<file path="src/rtl/core/faa_pkg.sv">
package faa_pkg;

   localparam int MAX_PIXELS  = 1048576;
   localparam int ADDR_W      = $clog2(MAX_PIXELS);
   localparam int FSIZE_W     = ADDR_W + 1;
   localparam int PIX_W       = 20;
   localparam int CNT_W       = 20;
   localparam int DATA_W      = 16;
   localparam int SUM_W       = 36;
   localparam int CSR_ADDR_W  = 2;
   localparam int CSR_DATA_W  = 21;
   localparam int QUEUE_DEPTH = 4;
   localparam int QPTR_W      = $clog2(QUEUE_DEPTH);

   localparam logic [CNT_W-1:0]   COUNT_MAX  = '1;
   localparam logic [FSIZE_W-1:0] FSIZE_MAX  = FSIZE_W'(MAX_PIXELS);

   localparam logic [CSR_ADDR_W-1:0] CSR_PIXELS_PER_FRAME  = 2'd0;
   localparam logic [CSR_ADDR_W-1:0] CSR_PACKED_TWELVE_BIT = 2'd1;
   localparam logic [CSR_ADDR_W-1:0] CSR_FIRST_FRAME       = 2'd2;
   localparam logic [CSR_ADDR_W-1:0] CSR_LAST_FRAME        = 2'd3;

   localparam logic [1:0] ACT_DATA    = 2'd0;
   localparam logic [1:0] ACT_READ    = 2'd1;
   localparam logic [1:0] ACT_RESTART = 2'd2;

   typedef enum logic [1:0] {
      CMD_STORE     = 2'd0,
      CMD_ADD       = 2'd1,
      CMD_READ      = 2'd2,
      CMD_READ_ZERO = 2'd3
   } cmd_kind_type;

   typedef struct packed {
      cmd_kind_type      kind;
      logic [ADDR_W-1:0] addr;
      logic [DATA_W-1:0] value;
      logic [CNT_W-1:0]  frames;
   } cmd_type;

   typedef enum logic [4:0] {
      B_IDLE = 5'b00001,
      B_ADD  = 5'b00010,
      B_LOAD = 5'b00100,
      B_DIV  = 5'b01000,
      B_DONE = 5'b10000
   } back_state_type;

endpackage

</file>
<file path="src/rtl/core/faa_queue.sv">
module faa_queue (
   input  logic             clock,
   input  logic             reset,
   input  logic             push,
   input  faa_pkg::cmd_type push_cmd,
   input  logic             pop,
   output faa_pkg::cmd_type head,
   output logic             full,
   output logic             empty
);
   import faa_pkg::*;

   cmd_type             q_ff [QUEUE_DEPTH];
   logic [QPTR_W-1:0]   wr_ff, wr_in, rd_ff, rd_in;
   logic [QPTR_W:0]     count_ff, count_in;

   assign full  = (count_ff == (QPTR_W+1)'(QUEUE_DEPTH));
   assign empty = (count_ff == '0);
   assign head  = q_ff[rd_ff];

   always_comb begin
      wr_in    = wr_ff;
      rd_in    = rd_ff;
      count_in = count_ff;
      if (push) begin
         wr_in = wr_ff + QPTR_W'(1);
      end
      if (pop) begin
         rd_in = rd_ff + QPTR_W'(1);
      end
      if (push && !pop) begin
         count_in = count_ff + (QPTR_W+1)'(1);
      end else if (pop && !push) begin
         count_in = count_ff - (QPTR_W+1)'(1);
      end
   end

   always_ff @(posedge clock) begin
      if (reset) begin
         wr_ff    <= '0;
         rd_ff    <= '0;
         count_ff <= '0;
      end else begin
         wr_ff    <= wr_in;
         rd_ff    <= rd_in;
         count_ff <= count_in;
      end
   end

   always_ff @(posedge clock) begin
      if (push) begin
         q_ff[wr_ff] <= push_cmd;
      end
   end

endmodule

</file>
<file path="config.mk">
export PLATFORM = sky130hd
export DESIGN_NAME = faa_queue
export DESIGN_NICKNAME = d
export VERILOG_FILES = /design/src/rtl/core/faa_pkg.sv /design/src/rtl/core/faa_queue.sv
export SDC_FILE = /design/constraint.sdc
export NUM_CORES = 1
export LEC_CHECK = 0
export BUFFER_PORTS_ARGS = -buffer_cell sky130_fd_sc_hd__buf_2
export CAP_MARGIN = 20
export CELL_PAD_IN_SITES_DETAIL_PLACEMENT = 1
export CELL_PAD_IN_SITES_GLOBAL_PLACEMENT = 2
export CORE_ASPECT_RATIO = 0.7
export CORE_UTILIZATION = 39
export CTS_CLUSTER_DIAMETER = 200
export DETAILED_ROUTE_END_ITERATION = 6
export HOLD_SLACK_MARGIN = 0.15
export PLACE_DENSITY = 0.78
export SETUP_SLACK_MARGIN = 0.4
export SYNTH_ARGS = -nofsm -noshare
export SYNTH_HDL_FRONTEND = slang
export SYNTH_SLANG_ARGS = --single-unit
</file>
<file path="constraint.sdc">
create_clock -name clock -period 6.8 [get_ports clock]
set_clock_uncertainty 0.05 [all_clocks]
set_input_delay 1.36 -clock clock [delete_from_list [all_inputs] [get_ports clock]]
set_output_delay 1.36 -clock clock [all_outputs]
set_load 0.02 [all_outputs]
</file>
Word-level counts from Yosys, hierarchy flattened
Memory sizes are Yosys's and may differ from the RTL's. A register that Yosys moved wholly into a read port is not among the register bits. Cells that the tools add are included.

Flip-flop bits (word level): 7. Latch bits: 0. Memory bits (writable): 232. Bits in read-only memories: 0. Output and inout bits: 60. Word-level logic and storage cells: 21. Memories: 1.

Memory list: q_ff (words 4, width 58, rd ports 1, clocked after Yosys merged registers in 1, wr ports 1, line faa_queue.sv:13) `cmd_type q_ff [QUEUE_DEPTH];`.

Add/subtract/negate cells: 4. Multipliers: 0. Div/mod/pow operators: 0. Order comparisons: 0. Eq/ne operators: 1. Shift-type cells: 0. Mux-type cells: 6. Bitwise logic cells: 0. Reductions and logical operators: 6.

Operators by type and width (number): 3-bit 2-to-1 mux (2); 2-bit by 1-bit adder with 2-bit output (second input constant) (2); 2-bit 2-to-1 mux (2); 3-bit by 1-bit adder with 3-bit output (second input constant) (1); 3-bit == test (second input constant) (1); 3-bit zero test (1); 3-bit by 1-bit subtractor with 3-bit output (second input constant) (1); 1-bit logical AND (2); 1-bit zero test (2); 1-bit 2-to-1 mux (2); 2-bit nonzero test (1).

Logic depth before layout (Yosys ltp)
Gate-level depths: netlist (run 1).

Depth after elaboration: 4. Depth in mapped cells: 7. Mapped depth without buffers: 7.

Least setup slack after synthesis (run 1)
Ideal clock, no wire load.

Path kind: input to register. Start point: input port push. End point: memory q_ff[0][0] in the netlist's numbering (enable). Setup time: 0.422 ns. Arrival time: 2.733 ns. Slack: 3.595 ns. Cell stages on the path: 1. Buffers on the path: 0. Cell sequence: and2_1.

Word-level cells in the longest chain between the ends: 2.

Ends and longest elaborated chain: start: declaration (line faa_queue.sv:4) `input logic push,`; 1-bit 2-to-1 mux (line faa_queue.sv:51) `if (push) begin`; 1-bit 2-to-1 mux (implied by the code) (line faa_queue.sv:52) `q_ff[wr_ff] <= push_cmd;`; end: declaration (line faa_queue.sv:13).

Every way passes these cells.

==> results of run 1 <==
[cell type report]
cell class | instances | area (µm²) | area share
well taps | 282 | 352.8 | 0.03380
multi-input cells | 88 | 1541 | 0.1477
flip-flops and latches | 241 | 7152 | 0.6852
repair buffers | 128 | 670.6 | 0.06425
clock inverters | 11 | 103.9 | 0.009950
clock buffers | 28 | 594.3 | 0.05694
inverters | 4 | 15.01 | 0.001439
diodes | 3 | 7.507 | 0.0007193
[power breakdown]
| part | switching (W) | leakage [nW] | internal, W |
|---|---|---|---|
| Combinational | 0.000206 | 0.960 | 0.000143 |
| Sequential | 0.0000289 | 2.21 | 0.00171 |
| Clock | 0.000508 | 0.342 | 0.000695 |
[logic make-up after synthesis]
family                     after synthesis  synth area share
AOI/OAI and AO/OA                        2          0.001134
DFF                                    241            0.8101
muxes                                   60            0.1503
adders and majority gates                6          0.009360
and+or+nand+nor                         15          0.008368
xor gates and xnor gates                 5          0.004965
buffers and inverters                   18           0.01574
[flip-flops by register name, summed over array words and instances (netlist names), named ones only]
signal	count
count_ff	3
rd_ff	2
wr_ff	2
q_ff	232
[layer usage]
metal | part of all wire | vias to the layer above | GRT usage
met5 | 0.00079 | - | 0
met3 | 0.074 | 26 | 0.05028
met2 | 0.48 | 109 | 0.2394
met1 | 0.43 | 2074 | 0.1828
met4 | 0.021 | 2 | 0.03490
li1 | - | 1747 | -
[final timing paths]
path,to,slack [ns],cells past startpoint
max,head[11],2.87,3
min,count_ff[2]$_SDFFE_PP0P_,0.46,2
max reg2reg,q_ff[2][54]$_DFFE_PP_,4.92,4
min reg2reg,count_ff[2]$_SDFFE_PP0P_,0.46,2
[worst max-delay path, delay by kind of cell, from the launching register on]
family,cells,cell delay (ns)
buf+inv,2,0.73
flops,1,0.85
mux,1,0.42
[stage by stage]
stage | util | instance area (µm²) | hold slack, ns | total power [W] | setup WS [ns]
2_1_floorplan | - | 8822 | 0.4163 | 0.001994 | 3.595
3_3_place_gp | 0.4434 | 9712 | 0.4315 | 0.002106 | 3.153
5_1_grt | 0.4763 | 10430 | 0.4934 | 0.003403 | 2.649
3_5_place_dp | 0.4434 | 9712 | 0.4499 | 0.002122 | 3.158
6_report | 0.4766 | 10440 | 0.4576 | 0.003286 | 2.874
4_1_cts | 0.4753 | 10410 | 0.4588 | 0.003328 | 2.623
[synth_stat cells]
cell and number:
xnor2_1 2, mux2i_1 2, dfxtp_1 9, fa_1 1, buf_4 3, inv_1 4
clkbuf_1 1, nor3_1 1, mux4_2 58, a21oi_1 1, buf_2 3, or3_1 1
o21ai_0 1, and2_1 4, nand2_1 1, buf_12 3, ha_1 5, buf_1 3
nor2_1 7, buf_6 1, nor3b_1 1, edfxtp_1 232, xor2_1 3
==> results.cfg, run 1 <==
[run_status]
status = completed

[global_route]
grt_max_degree = 59
grt_overflow = 0
grt_pass1_vias = 4434
grt_pass1_wl_mm = 25.14
antenna_found_initial = 2
grtUsageTotal = 0.1442

[logic_synthesis]
yosys_warnings = 0
yosysTopAreaCellShare = 0.7897
syn-instance-count = 347
synth_top_area_cell = edfxtp_1
ys_ff_latch = 241
syn-num-nets = 415
syn_avg_cell_area_um2 = 25.42
ys_types = 23
synth_area_um2 = 8822
netlist_top_cells_area = edfxtp_1, mux4_2, dfxtp_1
ys_seq_area_frac = 0.8101

[floorplanning]
core-area_um2 = 21900
dieHeight_um = 127.8
die_area_um2 = 23240
start_util = 0.4028
row_count = 45
die_w_um = 181.8
io-pin-count = 122

[clock_tree]
cts.repair.resized = 0
cts_setup_buffers = 0
clk_pin_slew_ns = 0.06
cts.sinks = 241
cts_hold_buf = 0
cts_root_buf = clkbuf_16
cts_htree_levels = 1
numCtsBuffers = 23
cts_tree = done
cts_max_path_buffers = 3
insertion_delay_ns = 0.48

[worst_setup_path]
arrival_ns = 2.52
end_kind = primary output
r2r_start = wr_ff[0]$_SDFFE_PP0P_
cpPeakStageDelay_ns = 0.85
startpoint_type = register
crit_fanout = 30
worstSetupPathType = reg -> out
cp_slowest_cell = dfxtp_2
worst_ep_required_time_ns = 5.39
crit_chain = buf_4, mux4_2, buf_2

[drt]
ant_nets = 0
routedWlPerCell_um = 21.07
drt_iter0_drc = 268
via_count = 3958
wl_mm = 16.54
drc = 0
vias_per_cell = 5.042
firstDrtPassIters = 4

[sta]
min_period_over_period = 0.5774
tightest_slew_ns = 0.9140
slew_violations = 0
slew_headroom = 0.3907
hold_viol_final = 0
finalSetupTns_ns = 0
period_needed_ns = 3.926
max_freq_mhz = 254.7
setup_viol = 0
rsz0062_at_grt = false

[layout]
finalNetCount = 554
layout_commonest_cell = edfxtp_1
mostFrequentLayoutCells = edfxtp_1, buf_2, mux4_2
n_fill_cell = 1983
finalNonFillerCells = 785
drive_gt1_frac = 0.4460
syn_to_final_growth_pct = 18.31

[power_and_ir_drop]
peakVddDrop_uv = 159.7
pwr_density_cell_nw_per_um2 = 314.8
power_leakage_nw = 3.509

[placement]
hpwl_mm = 9.711
port_buffers = 121
place_inst = 742
place.gp.congestion = 0.7153

[worst_hold_path]
hold_path_class = reg -> reg
hold_start = count_ff[2]$_SDFFE_PP0P_

[run]
cap_violations = 0
(Power assumes the default switching activity.)
==> run 2, diff against run 1 <==
==> constraint.sdc (replaced) <==
create_clock -name clock -period 3.87 [get_ports clock]
set_clock_uncertainty 0.05 [all_clocks]
set_input_delay 0.774 -clock clock [delete_from_list [all_inputs] [get_ports clock]]
set_output_delay 0.774 -clock clock [all_outputs]
set_load 0.02 [all_outputs]
==> run 2 against run 1 <==
Critical path depth is the same. Utilization grew 0.46 points. Non-clock buffer count grew 1. Flip-flop and latch count is the same. Clock power grew 88%. Critical endpoint is now head[21]. Largest cell class unchanged.
==> results.cfg, run 2 (synthesized netlist as in run 1, its figures left out) <==
[clock_tree]
clk_pin_slew_ns = 0.06
cts.sinks = 241
cts_setup_buffers = 0
cts_max_path_buffers = 3
cts_root_buf = clkbuf_16
cts_tree = done
insertion_delay_ns = 0.51
cts_htree_levels = 1
numCtsBuffers = 25
cts_hold_buf = 0
cts.repair.resized = 0

[layout]
syn_to_final_growth_pct = 19.46
finalNetCount = 557
largest_reg_flops = 232
regMostFlops = q_ff
layout_commonest_cell = edfxtp_1
drive_gt1_frac = 0.4615
reg_top3 = q_ff: 232 flops, count_ff: 3 flops
mostFrequentLayoutCells = edfxtp_1, buf_2, mux4_2
finalInstanceArea_um2 = 10540

[sta]
rsz0062_at_grt = false
finalSetupTns_ns = 0
period_needed_ns = 3.051
hold_viol_final = 0
min_period_over_period = 0.7884
max_freq_mhz = 327.7
tightest_slew_ns = 0.9233
slew_violations = 0
setup_viol = 0
slew_headroom = 0.3845

[floorplanning]
row_count = 45
start_util = 0.4028
core-area_um2 = 21900
die_w_um = 181.8
dieHeight_um = 127.8
io-pin-count = 122
die_area_um2 = 23240

[drt]
drt_iter0_drc = 173
ant_nets = 0
via_count = 3937
drc = 0
routedWlPerCell_um = 20.97
vias_per_cell = 4.965
wl_mm = 16.63
firstDrtPassIters = 4

[global_route]
grt_overflow = 0
grtUsageTotal = 0.1478
antenna_found_initial = 3
grt_pass1_wl_mm = 25.68
grt_pass1_vias = 4467
grt_max_degree = 59

[power_and_ir_drop]
clkPwrFrac = 0.380
p_comb_frac = 0.105
peakVddDrop_uv = 408.0
power_frac_seq = 0.515
pwr_density_cell_nw_per_um2 = 560.8
power.internal_w = 0.004540
p_sw_w = 0.001370
power_leakage_nw = 3.566
p_sw_frac = 0.2318

[run_status]
status = completed

[placement]
place.gp.congestion = 0.7059
port_buffers = 121
hpwl_mm = 9.529
dpl-instance-area_um2 = 9752

[worst_setup_path]
end_kind = primary output
arrival_ns = 2.23
crit_chain = buf_12, mux4_2, buf_2
startpoint_type = register
worst_ep_required_time_ns = 3.05
crit_fanout = 46
crit_buf_inv = 2
r2r_setup_slack_ns = 1.92
cpPeakStageDelay_ns = 0.59
cpLargestDelayFamily = multiplexers
cp_slowest_cell = mux4_2
worstSetupPathType = reg -> out

[run]
cap_violations = 0

[worst_hold_path]
hold_path_class = in -> reg
run 2: cell type report:
type | instances | area [µm²]
diodes | 4 | 10.01
well taps | 282 | 352.8
repair buffers | 129 | 690.7
inverters | 4 | 15.01
multi-input cells | 88 | 1541
fillers | 1946 | 11360
flip-flops and latches | 241 | 7152
clock inverters | 16 | 116.4
clock buffers | 29 | 660.6
run 2: worst register-to-register path: stages, from the launching register on:
cell     delay (ns)
dfxtp_1        0.35
inv_1          0.10
ha_1           0.15
and2_2         0.49
buf_4          0.47
run 2: final timing paths:
kind,from,to,cells past startpoint
max,register,head[21],3
min,push_cmd[32],q_ff[0][32]$_DFFE_PP_,1
max reg2reg,wr_ff[0]$_SDFFE_PP0P_,q_ff[2][18]$_DFFE_PP_,4
min reg2reg,count_ff[2]$_SDFFE_PP0P_,count_ff[2]$_SDFFE_PP0P_,2
run 2: metrics by stage:
step | utilization | std cells | hold WS [ns] | setup slack [ns] | total power, W
3_5_place_dp | 0.4452 | 744 | 0.4767 | 1.289 | 0.003732
2_1_floorplan | - | 347 | 0.4163 | 1.251 | 0.003504
5_1_grt | 0.4808 | 790 | 0.3999 | 0.6668 | 0.006122
4_1_cts | 0.4807 | 789 | 0.3943 | 0.7398 | 0.005986
6_report | 0.4812 | 793 | 0.4225 | 0.8189 | 0.005911
3_3_place_gp | 0.4452 | 744 | 0.4325 | 1.309 | 0.003706
run 2: power groups by stage:
stage          Clock (W)  Combinational [W]  Sequential [W]
2_1_floorplan          0           0.000426         0.00308
3_3_place_gp           0           0.000617         0.00309
3_5_place_dp           0           0.000632         0.00310
4_1_cts          0.00231           0.000636         0.00305
5_1_grt          0.00240           0.000669         0.00305
6_report         0.00225           0.000620         0.00304
run 2: routing by layer:
| layer | up-vias | global-route usage | share of wire | wire length (µm) |
|---|---|---|---|---|
| met1 | 2049 | 0.1854 | 0.43 | 7118 |
| met3 | 24 | 0.05142 | 0.073 | 1222 |
| met5 | - | 0 | 0.00078 | 13 |
| met2 | 105 | 0.2489 | 0.48 | 7996 |
| li1 | 1757 | - | - | - |
| met4 | 2 | 0.03340 | 0.017 | 276 |
