===== config.mk =====
export PLATFORM = sky130hd
export DESIGN_NAME = faa_front
export DESIGN_NICKNAME = d
export VERILOG_FILES = /design/src/rtl/core/faa_pkg.sv /design/src/rtl/core/faa_front.sv
export SDC_FILE = /design/constraint.sdc
export NUM_CORES = 1
export LEC_CHECK = 0
export BUFFER_PORTS_ARGS = -buffer_cell sky130_fd_sc_hd__buf_2
export CAP_MARGIN = 20
export CORE_MARGIN = 2
export CORE_UTILIZATION = 45
export CTS_BUF_LIST = sky130_fd_sc_hd__clkbuf_4 sky130_fd_sc_hd__clkbuf_8
export DETAILED_ROUTE_END_ITERATION = 7
export GPL_ROUTABILITY_DRIVEN = 0
export PLACE_DENSITY_LB_ADDON = 0.05
export SLEW_MARGIN = 20
export SYNTH_ARGS = -nofsm -noshare
export SYNTH_HDL_FRONTEND = slang
export SYNTH_SLANG_ARGS = --single-unit

===== constraint.sdc =====
create_clock -name clock -period 11.8 [get_ports clock]
set_clock_uncertainty 0.1 [all_clocks]
set_input_delay 0.59 -clock clock [delete_from_list [all_inputs] [get_ports clock]]
set_output_delay 0.59 -clock clock [all_outputs]
set_load 0.05 [all_outputs]

===== src/rtl/core/faa_pkg.sv =====
package faa_pkg;

   localparam int MAX_PIXELS  = 1048576;
   localparam int ADDR_W      = $clog2(MAX_PIXELS);
   localparam int FSIZE_W     = ADDR_W + 1;
   localparam int PIX_W       = 20;
   localparam int CNT_W       = 20;
   localparam int DATA_W      = 16;
   localparam int SUM_W       = 36;
   localparam int CSR_ADDR_W  = 2;
   localparam int CSR_DATA_W  = 21;
   localparam int QUEUE_DEPTH = 4;
   localparam int QPTR_W      = $clog2(QUEUE_DEPTH);

   localparam logic [CNT_W-1:0]   COUNT_MAX  = '1;
   localparam logic [FSIZE_W-1:0] FSIZE_MAX  = FSIZE_W'(MAX_PIXELS);

   localparam logic [CSR_ADDR_W-1:0] CSR_PIXELS_PER_FRAME  = 2'd0;
   localparam logic [CSR_ADDR_W-1:0] CSR_PACKED_TWELVE_BIT = 2'd1;
   localparam logic [CSR_ADDR_W-1:0] CSR_FIRST_FRAME       = 2'd2;
   localparam logic [CSR_ADDR_W-1:0] CSR_LAST_FRAME        = 2'd3;

   localparam logic [1:0] ACT_DATA    = 2'd0;
   localparam logic [1:0] ACT_READ    = 2'd1;
   localparam logic [1:0] ACT_RESTART = 2'd2;

   typedef enum logic [1:0] {
      CMD_STORE     = 2'd0,
      CMD_ADD       = 2'd1,
      CMD_READ      = 2'd2,
      CMD_READ_ZERO = 2'd3
   } cmd_kind_type;

   typedef struct packed {
      cmd_kind_type      kind;
      logic [ADDR_W-1:0] addr;
      logic [DATA_W-1:0] value;
      logic [CNT_W-1:0]  frames;
   } cmd_type;

   typedef enum logic [4:0] {
      B_IDLE = 5'b00001,
      B_ADD  = 5'b00010,
      B_LOAD = 5'b00100,
      B_DIV  = 5'b01000,
      B_DONE = 5'b10000
   } back_state_type;

endpackage


===== src/rtl/core/faa_front.sv =====
module faa_front (
   input  logic                              clock,
   input  logic                              reset,
   input  logic                              csr_we,
   input  logic [faa_pkg::CSR_ADDR_W-1:0]    csr_addr,
   input  logic [faa_pkg::CSR_DATA_W-1:0]    csr_wdata,
   input  logic                              req_tvalid,
   output logic                              req_tready,
   input  logic [39:0]                       req_tdata,
   input  logic [1:0]                        req_tuser,
   input  logic                              q_full,
   output logic                              push,
   output faa_pkg::cmd_type                  push_cmd
);
   import faa_pkg::*;

   // configuration
   logic [FSIZE_W-1:0] ppf_ff;
   logic               packed_ff;
   logic [CNT_W-1:0]   first_ff;
   logic [CNT_W-1:0]   last_ff;

   // frame tracking
   logic [CNT_W-1:0]  frame_ff, frame_in;
   logic [ADDR_W-1:0] pos_ff, pos_in;
   logic [1:0]        phase_ff, phase_in;
   logic [7:0]        held_ff, held_in;
   logic [CNT_W-1:0]  done_ff, done_in;

   logic [FSIZE_W-1:0] fsize;
   logic [CNT_W-1:0]   first_eff;
   logic [CNT_W:0]     idx;
   logic               keep;
   logic [FSIZE_W-1:0] pos_next;
   logic               frame_end;
   logic               accept;
   logic               take;
   logic [DATA_W-1:0]  pix_val;
   logic [DATA_W-1:0]  raw;
   logic [PIX_W-1:0]   pix;

   assign raw = req_tdata[15:0];
   assign pix = req_tdata[35:16];

   assign req_tready = !q_full;
   assign accept     = req_tvalid && !q_full;

   always_comb begin
      if (ppf_ff == '0) begin
         fsize = FSIZE_W'(1);
      end else if (ppf_ff > FSIZE_MAX) begin
         fsize = FSIZE_MAX;
      end else begin
         fsize = ppf_ff;
      end
   end

   assign first_eff = (first_ff == '0) ? CNT_W'(1) : first_ff;
   assign idx       = {1'b0, frame_ff} + (CNT_W+1)'(1);
   assign keep      = (idx >= {1'b0, first_eff})
                      && ((last_ff == '0) || (idx <= {1'b0, last_ff}))
                      && (done_ff != COUNT_MAX);
   assign pos_next  = {1'b0, pos_ff} + FSIZE_W'(1);
   assign frame_end = (pos_next >= fsize);

   always_comb begin
      frame_in = frame_ff;
      pos_in   = pos_ff;
      phase_in = phase_ff;
      held_in  = held_ff;
      done_in  = done_ff;
      push     = 1'b0;
      push_cmd = '{kind: CMD_STORE, addr: pos_ff, value: '0, frames: done_ff};
      take     = 1'b0;
      pix_val  = raw;
      if (accept) begin
         case (req_tuser)
            ACT_DATA: begin
               if (!packed_ff) begin
                  take = 1'b1;
               end else begin
                  case (phase_ff)
                     2'd0: begin
                        held_in  = raw[7:0];
                        phase_in = 2'd1;
                     end
                     2'd1: begin
                        pix_val  = {4'b0, held_ff, raw[7:4]};
                        held_in  = raw[7:0];
                        phase_in = 2'd2;
                        take     = 1'b1;
                     end
                     default: begin
                        pix_val  = {4'b0, held_ff[3:0], raw[7:0]};
                        phase_in = 2'd0;
                        take     = 1'b1;
                     end
                  endcase
               end
            end
            ACT_READ: begin
               push          = 1'b1;
               push_cmd.addr = pix;
               if ((done_ff == '0) || ({1'b0, pix} >= fsize)) begin
                  push_cmd.kind = CMD_READ_ZERO;
               end else begin
                  push_cmd.kind = CMD_READ;
               end
            end
            ACT_RESTART: begin
               frame_in = '0;
               pos_in   = '0;
               phase_in = '0;
               held_in  = '0;
               done_in  = '0;
            end
            default: begin
            end
         endcase
         if (take) begin
            if (keep) begin
               push           = 1'b1;
               push_cmd.kind  = (done_ff == '0) ? CMD_STORE : CMD_ADD;
               push_cmd.value = pix_val;
            end
            if (frame_end) begin
               pos_in   = '0;
               phase_in = '0;
               if (keep) begin
                  done_in = done_ff + CNT_W'(1);
               end
               if (frame_ff != COUNT_MAX) begin
                  frame_in = frame_ff + CNT_W'(1);
               end
            end else begin
               pos_in = pos_next[ADDR_W-1:0];
            end
         end
      end
   end

   always_ff @(posedge clock) begin
      if (reset) begin
         ppf_ff    <= FSIZE_MAX;
         packed_ff <= 1'b0;
         first_ff  <= CNT_W'(1);
         last_ff   <= '0;
      end else if (csr_we) begin
         case (csr_addr)
            CSR_PIXELS_PER_FRAME:  ppf_ff    <= csr_wdata[FSIZE_W-1:0];
            CSR_PACKED_TWELVE_BIT: packed_ff <= csr_wdata[0];
            CSR_FIRST_FRAME:       first_ff  <= csr_wdata[CNT_W-1:0];
            CSR_LAST_FRAME:        last_ff   <= csr_wdata[CNT_W-1:0];
            default: begin
            end
         endcase
      end
   end

   always_ff @(posedge clock) begin
      if (reset) begin
         frame_ff <= '0;
         pos_ff   <= '0;
         phase_ff <= '0;
         held_ff  <= '0;
         done_ff  <= '0;
      end else begin
         frame_ff <= frame_in;
         pos_ff   <= pos_in;
         phase_ff <= phase_in;
         held_ff  <= held_in;
         done_ff  <= done_in;
      end
   end

endmodule


### Yosys cells after proc, flatten, opt, wreduce, memory -nomap -nowiden

Cells that the tools add are included.

| cells by class | value |
|---|---|
| $add $sub $neg | 4 |
| $lt $le $gt $ge | 5 |
| eq/ne operators | 10 |
| muxes and demuxes | 41 |
| reductions and logical operators | 22 |

Operator list:

| cell | count |
|---|---|
| 20-bit 2-to-1 mux | 12 |
| 16-bit 2-to-1 mux | 4 |
| 20-bit logical NOT | 3 |
| 20-bit by 1-bit adder with 21-bit output, second input constant | 2 |
| 21-bit 2-to-1 mux | 2 |
| 20-bit by 1-bit adder with 20-bit output, second input constant | 2 |
| 20-bit != test, second input constant | 2 |
| 38-bit 2-to-1 mux | 1 |
| 16-bit one-hot mux with 2 select lines | 1 |
| 22-bit 2-to-1 mux | 1 |
| 20-bit by 21-bit >= comparator with 1-bit output | 1 |
| 21-bit by 20-bit >= comparator with 1-bit output | 1 |
| 21-bit >= comparator | 1 |
| 21-bit > comparator, second input constant | 1 |
| 21-bit by 20-bit <= comparator with 1-bit output | 1 |
| 21-bit logical NOT | 1 |
| 8-bit 2-to-1 mux | 2 |
| 8-bit one-hot mux with 2 select lines | 1 |
| 1-bit 2-to-1 mux | 10 |
| 2-bit 2-to-1 mux | 5 |
| 2-bit AND reduction | 5 |
| 2-bit one-hot mux with 2 select lines | 2 |
| 2-bit by 1-bit == test with 1-bit output, second input constant | 3 |
| 2-bit == test, second input constant | 3 |
| other kinds (8) | 15 |

| storage, ports and cells | value |
|---|---|
| register bits | 132 |
| output and inout bits | 60 |
| logic and storage cells | 91 |

### Longest topological paths before layout

Gate-level depths: netlist of the first run.

| logic depth | value |
|---|---|
| depth in word-level cells | 10 |
| depth in mapped cells | 18 |
| mapped depth without buffers | 16 |

### Worst setup path after synthesis of the first run

Ideal clock, no wire load.

| timing path | value |
|---|---|
| path kind | flip-flop to output port |
| start | register frame_ff[0] |
| end | output port push_cmd[30] (netlist bit) |
| arrival | 4.797 ns |
| data required time | 11.110 ns |
| path slack | 6.313 ns |
| cell stages (with the launch flop) | 18 |
| path buffers | 3 |
| path through | dfxtp_1 > ha_1 > nand4_4 > nor2b_1 > nand3_1 > o21ai_0 > nand2_1 > ha_1 > nand3_1 > nor3_1 > nand2_1 > or3_1 > o221ai_1 > nand4_2 > buf_6 > clkbuf_1 > buf_2 > nor3_1 |

RTL lines:

| element | line | source |
|---|---|---|
| from (decl) | faa_front.sv:24 | `logic [CNT_W-1:0] frame_ff, frame_in;` |
| from (signal assigned) | faa_front.sv:168 | `frame_ff <= frame_in;` |
| to (decl) | faa_front.sv:13 | `output faa_pkg::cmd_type push_cmd` |

==> summary.md, run 1 <==
| Metric | Value |
|---|---|
| Final Non-Filler Cells | roughly 1500 |
| Tcrit/Tclk final | between 50% and 60% |
| Synth Instances | approximately 1100 |
| Minimum hold slack | 0.299 ns |
| CTS-repair resized insts | 0 |
| Leak | 4.12 nW |
| H-tree depth | 4 |
| Die area | 20100 µm² |
| Site Rows | 50 |
| Routed Antenna Nets | 0 |
| Share of cells above drive strength 1 | between 10% and 20% |
| Die Ht | 142 µm |
| Cell area power density | 104 nW/µm² |
| Hold_buf cts | 0 |
| CTS root buf | clkbuf_8 |
| Clock tree buffer depth | 2 |
| Post-layout nets | 1364 |
| Largest net degree at the start of global routing | between 80 and 90 |
| Fmax | about 0.15 GHz |
| Critical Path Sink Type | output pin |
| Area Growth Syn to Fin | 14.0% |
| Setup TNS | 0 ns |
| CP startpoint kind | flip-flop |
| Data arrival time of the critical path | 5.79 ns |
| Antenna diodes | 0 |
| First-pass GRT wire length | 40100 µm |
| Most used DFF post-synth | dfxtp_1 |
| Fraction of the yosys area taken by sequential cells | 30.9% |
| Layout fillers | between 1500 and 2000 |
| Register area | 2640 µm² |
| Placed cells | 1424 |
| Status | finished, final reports clean |
| Cell taking the most area after synthesis | dfxtp_1 |
| CTS tree | yes |
| #FFs+latches synth | 132 |
| Synth unique cells | 65 |
| Synth async-reset ratio | 0% |
| Syn_nets | approximately 1300 |
| Initial core utilization | between 40% and 50% |
| Pre-CTS WS | a little under 6 ns |
| Port Buf Inserts | 125 |
| Via count of the first global-routing pass | 7763 |
| DP HPWL | 18100 µm |
| Routed wire length | between 20000 and 25000 µm |
| Wirelength per Cell | ~17 µm |
| Overall Global Routing Usage | 24.9% |
| Relative slew margins | 23.8% |
| Worst Max-Slew Pin Slew | 1.13 ns |
| Setup CP Type | flip-flop to output pin |
| CP required | 11.11 ns |
| Fin util | 52.1% |
| DRT Pass-1 Iters | 5 |
| RSZ-0062 raised after global routing | no |
| Final setup fails | 0 |
| Vias | 8165 |
| Final Slew Violations | 0 |
| Setup Buffers After CTS | 0 |
| Clock latency at the later pin of the worst-skew pair | around 0.45 ns |
| Post-Syn Area | about 8600 µm² |
| Grt ovf | 0 |
| Min cycle time layout | 6.48 ns |
| Die W | 142 µm |
| Initial drt markers | between 500 and 600 |
| Post-synth EDFFs | 0 |
| MaxCap Viol Count | 0 |
| Core area | 18700 µm² |
| # DRC | 0 |
| Total CTS buffers | 17 |
| YS warnings | 0 |
| Vias per cell | 5.61 |
| # IOs | 130 |
| Multi-input logic area | 5470 µm² |
| Worst Slack Setup Final | approximately 5.3 ns |
| VDD IR max | 66.1 µV |
| Synth top area cells | dfxtp_1 (31%), ha_1 (12%), nand2_1 (8.7%) |
| Path type of the worst min-delay path | input pin to flip-flop |
| CP max FO | 29 |
| Synth top area share | 30.9% |
| Syn avg cell area | 7.68 µm² |
| Final Hold Vio Count | 0 |
| CTS Sinks | 132 |
| Antenna violations before repair | 0 |
| Reg clk slew, reported paths | ~0.090 ns |
==> where the power goes <==
group / total, mW / switching, mW / internal, mW
clock: 0.437 / 0.193 / 0.244
sequential: 0.460 / 0.00736 / 0.453
combinational: 0.121 / 0.0785 / 0.0429
total: 1.02 / 0.279 / 0.740
==> stage by stage <==
step	total power [mW]	instance area (µm²)
4_1_cts	1.03	9750
3_3_place_gp	0.591	9310
2_1_floorplan	0.549	8550
3_5_place_dp	0.592	9310
5_1_grt	1.06	9750
6_report	1.02	9750
==> critical path, cell delays in order, from the launching register on <==
cell and delay, ns:
dfxtp_1 0.48, ha_1 0.39, nand4_4 0.19, nor2b_1 0.28
nand3_1 0.27, o21ai_0 0.28, nand2_1 0.14, ha_1 0.32
nand3_1 0.12, nor3_1 0.27, nand2_1 0.12, or3_1 0.38
o221ai_1 0.51, nand4_2 0.74, nor2_1 0.42, and2_1 0.16
buf_2 0.26
==> placed cells by master, fill, tap and decap left out, types with 20 or more instances in the layout <==
cell type,netlist,routed
a21o_1,24,24
a21oi_1,121,121
buf_2,2,125
dfxtp_1,132,132
ha_1,85,85
inv_1,63,63
mux2_2,23,23
nand2_1,199,199
nand3_1,51,51
nand4_1,20,20
nor2_1,60,59
nor3_1,22,22
nor4_1,29,29
o21ai_0,28,28
xnor2_1,21,21
==> layer usage <==
| metal | wire length [µm] | vias up | share of wire (%) | GRT usage, % |
|---|---|---|---|---|
| met1 | 11800 | 3802 | 48 | 34.0 |
| met4 | 371 | 0 | 1.5 | 6.95 |
| met3 | 1020 | 21 | 4.2 | 4.69 |
| met2 | 11200 | 166 | 46 | 40.4 |
| li1 | - | 4176 | - | - |
| met5 | 0 | - | 0 | 0 |
==> layout make-up <==
| class | count | share of cell area (%) |
|---|---|---|
| Clock buffer | 20 | 2.76 |
| Clock inverter | 11 | 1.80 |
| Inverter | 63 | 2.43 |
| Timing Repair Buffer | 130 | 6.80 |
| Multi-Input combinational cell | 865 | 56.1 |
| Sequential cell | 132 | 27.1 |
| Tap cell | 234 | 3.00 |
==> registers in the layout, indices dropped and copies added (netlist names) <==
signal,count
done_ff,20
first_ff,20
frame_ff,20
held_ff,8
last_ff,20
packed_ff,1
phase_ff,2
pos_ff,20
ppf_ff,21
==> cell usage after synthesis, drive strengths merged, types with 23 or more instances <==
library cell / instances
nand2: 199
dfxtp: 132
a21oi: 121
ha: 85
inv: 63
nor2: 60
nand3: 51
clkbuf: 48
o21ai: 34
nor4: 29
a21o: 25
mux2: 23
==> kinds of logic after synthesis <==
family	share of synthesized area, %
AO/OA/AOI/OAI	19.5
XOR/XNOR	3.48
adder cells (fa/ha/maj)	12.4
buffers and inverters	5.21
flip-flops	30.9
multiplexers	3.38
AND/OR/NAND/NOR	25.1
==> final timing paths <==
check	startpoint	to	slack, ns	cells past startpoint
worst max register to register	frame_ff[0]	done_ff[9]	6.21	15
worst max-delay path	frame_ff[0]	push_cmd[34]	5.32	16
worst min register to register	held_ff[5]	held_ff[5]	0.36	2
worst min-delay path	csr_wdata[6]	first_ff[6]	0.30	3
(Power assumes the default switching activity.)
==> run 2: changes to the inputs <==
Settings changed: ABC_AREA from default to 1.
Clock period 11.8 ns to 5.85 ns, I/O delays scaled along.
==> run 2 against run 1 <==
Net effect:
- sequential share of layout area fell by 2.7 points
- core utilization increased by 1.2 points
- clock power increased by 93%
- non-clock buffer count rose by 31
- worst hold slack got worse by 0.26 ns
- register-to-register slack got worse by 4.9 ns
- clock-buffer cell count is 2 lower
- largest power group unchanged
==> summary.md, run 2 <==
| Metric | Value |
|---|---|
| Status | finished, final reports clean |
| RSZ-0062 raised after global routing | no |
| Final setup fails | 0 (unchanged) |
| Synth top area cells | dfxtp_1 (28%), nand2_1 (14%), ha_1 (11%) |
| Worst Max-Slew Pin Slew | 1.05 ns (-0.0807 ns) |
| Antenna diodes | 0 (unchanged) |
| Vias per cell | 5.22 (-7.1%) |
| YS warnings | 0 (unchanged) |
| Data arrival time of the critical path | 4.29 ns (-1.50 ns) |
| # IOs | 130 (unchanged) |
| Vias | 9575 (+17%) |
| CTS tree | yes |
| Die area | 21900 µm² (+9.1%) |
| Routed Antenna Nets | 0 (unchanged) |
| Post-synth EDFFs | 0 (unchanged) |
| Synth cell count leaders | nand2_1 (350), inv_1 (151), a21oi_1 (150), nor2_1 (142), dfxtp_1 (132) |
| Initial core utilization | 46.1% (+0.34 points) |
| First-pass GRT wire length | 44500 µm (+11%) |
| CP required | 5.46 ns (-5.65 ns) |
| Synth top area share | 28.3% (-2.6 points) |
| Routed wire length | 27500 µm (+13%) |
| Die Ht | 148 µm (+4.4%) |
| #FFs+latches synth | 132 (unchanged) |
| CTS-repair resized insts | 0 (unchanged) |
| Final Non-Filler Cells | 1836 (+26%) |
| Setup CP Type | flip-flop to output pin |
| Syn avg cell area | 6.52 µm² (-15%) |
| Share of cells above drive strength 1 | 12.4% (-3.9 points) |
| CP startpoint kind | flip-flop |
| Core area | 20300 µm² (+8.5%) |
| Site Rows | 52 (+4.0%) |
| Via count of the first global-routing pass | 8856 (+14%) |
| CTS root buf | clkbuf_8 |
| CP max FO | 18 (-38%) |
| Max FFs per register | 21 (unchanged) |
| Synth Instances | 1435 (+29%) |
| Fmax | 0.214 GHz |
| Reg clk slew, reported paths | 0.09 ns (about the same) |
| Cell area power density | 204 nW/µm² (+95%) |
| Wirelength per Cell | 15.0 µm (-11%) |
| Largest net degree at the start of global routing | 80 (-3.6%) |
| Final Slew Violations | 0 (unchanged) |
| Relative slew margins | 29.8% (+6.0 points) |
| CTS Sinks | 132 (unchanged) |
| Most flop-heavy register | ppf_ff |
| Min cycle time layout | 4.68 ns |
| Grt ovf | 0 (unchanged) |
| Total CTS buffers | 17 (unchanged) |
| Final Hold Vio Count | 0 (unchanged) |
| Clock latency at the later pin of the worst-skew pair | 0.48 ns (+0.03 ns) |
| VDD IR max | 148 µV (+120%) |
| Synth unique cells | 44 (-32%) |
| Initial drt markers | 490 (-2.8%) |
| Fraction of the yosys area taken by sequential cells | 28.3% (-2.6 points) |
| # DRC | 0 (unchanged) |
| Leak | 5.11 nW (+24%) |
| Most frequent cells in the layout | nand2_1 (350), inv_1 (150), a21oi_1 (150), nor2_1 (142), dfxtp_1 (132) |
| Placed cells | 1779 (+25%) |
| Count leader, synth | nand2_1 |
| Critical Path Sink Type | output pin |
| Synth async-reset ratio | 0% (unchanged) |
| Post-layout nets | 1708 (+25%) |
| Most common cell after layout, fill and taps aside | nand2_1 |
| DRT Pass-1 Iters | 5 (unchanged) |
| Post-Syn Area | 9350 µm² (+9.3%) |
| Cell taking the most area after synthesis | dfxtp_1 |
| Syn_nets | 1590 (+25%) |
| Tcrit/Tclk final | 80.0% |
| Area Growth Syn to Fin | 15.7% |
| Die W | 148 µm (+4.4%) |
| H-tree depth | 4 (unchanged) |
| Clock tree buffer depth | 2 (unchanged) |
| Most used DFF post-synth | dfxtp_1 |
| Port Buf Inserts | 125 (unchanged) |
| Path type of the worst min-delay path | input pin to flip-flop |
| Overall Global Routing Usage | 25.2% (+0.29 points) |
| MaxCap Viol Count | 0 (unchanged) |
| Antenna violations before repair | 0 (unchanged) |
| Setup TNS | 0 ns (unchanged) |
| DP HPWL | 20100 µm (+11%) |
## run 2: power by group
group | switching, mW | total, mW | internal [mW] | leakage [nW]
Combinational | 0.270 | 0.403 | 0.133 | 3.83
Sequential | 0.0286 | 0.959 | 0.931 | 1.08
Clock | 0.442 | 0.845 | 0.404 | 0.209
## run 2: area by class of cell
class / instances / area [µm²]
Fill cell: 2131 / 9480
Inverter: 155 / 584
Tap cell: 270 / 338
Clock inverter: 14 / 165
Sequential cell: 132 / 2640
Multi-Input combinational cell: 1086 / 5880
Clock buffer: 18 / 248
Timing Repair Buffer: 161 / 958
## run 2: path summary, 6_finish.rpt
path           startpoint      endpoint  slack, ns  depth (start not counted)
max           frame_ff[0]  push_cmd[28]       1.17                         22
min          csr_wdata[1]     ppf_ff[1]       0.04                          3
max reg2reg     pos_ff[0]   frame_ff[6]       1.32                         19
min reg2reg    held_ff[6]    held_ff[6]       0.37                          2
## run 2: kinds of logic (layout without fill, tap and decap cells)
| kind of cell | after synthesis | count (layout) | synth area share (%) |
|---|---|---|---|
| and+or+nand+nor | 647 | 647 | 29.7 |
| AOI/OAI and AO/OA | 305 | 305 | 17.1 |
| buffers and inverters | 217 | 348 | 8.95 |
| DFF | 132 | 132 | 28.3 |
| adders and majority gates | 85 | 85 | 11.4 |
| xor gates and xnor gates | 49 | 49 | 4.59 |
## run 2: through the flow
stage	hold slack [ns]	instance area, µm²	power [mW]	setup slack [ns]	util (%)
after floorplan	0.319	9350	1.25	1.85	-
after global routing	0.0237	10800	2.31	0.801	53.3
after detailed placement	0.360	10200	1.37	1.44	50.0
after CTS	0.0105	10800	2.23	1.13	53.3
after global placement	0.356	10200	1.36	1.52	50.0
final	0.0378	10800	2.21	1.17	53.3
## run 2: worst max-delay path: stages (launching register included)
cell	delay, ns
dfxtp_1	0.54
ha_1	0.26
nand2_2	0.08
nor2_4	0.17
nand2_4	0.10
nor2_8	0.13
nand2_1	0.08
xor2_1	0.14
inv_1	0.11
ha_1	0.31
nand2_1	0.08
nor2_1	0.30
nand3_1	0.11
nor2_1	0.10
nand3_1	0.09
nand2_1	0.10
nand2_1	0.07
nand2_1	0.08
nor2_2	0.05
nor2_4	0.12
nand2_2	0.22
nor3_1	0.24
buf_2	0.30
## run 2: metal layers
layer	GRT usage [%]	wire (µm)	up-vias	share of wire, %
met5	0	0	-	0
met3	3.59	964	29	3.5
li1	-	-	4972	-
met4	6.38	354	0	1.3
met1	34.6	13500	4381	49
met2	41.9	12700	193	46
## run 2: what timing repair did
action                                 CTS  global route
hold buffers                            25             0
endpoints found under the hold margin   26             0
setup buffers                            0             0
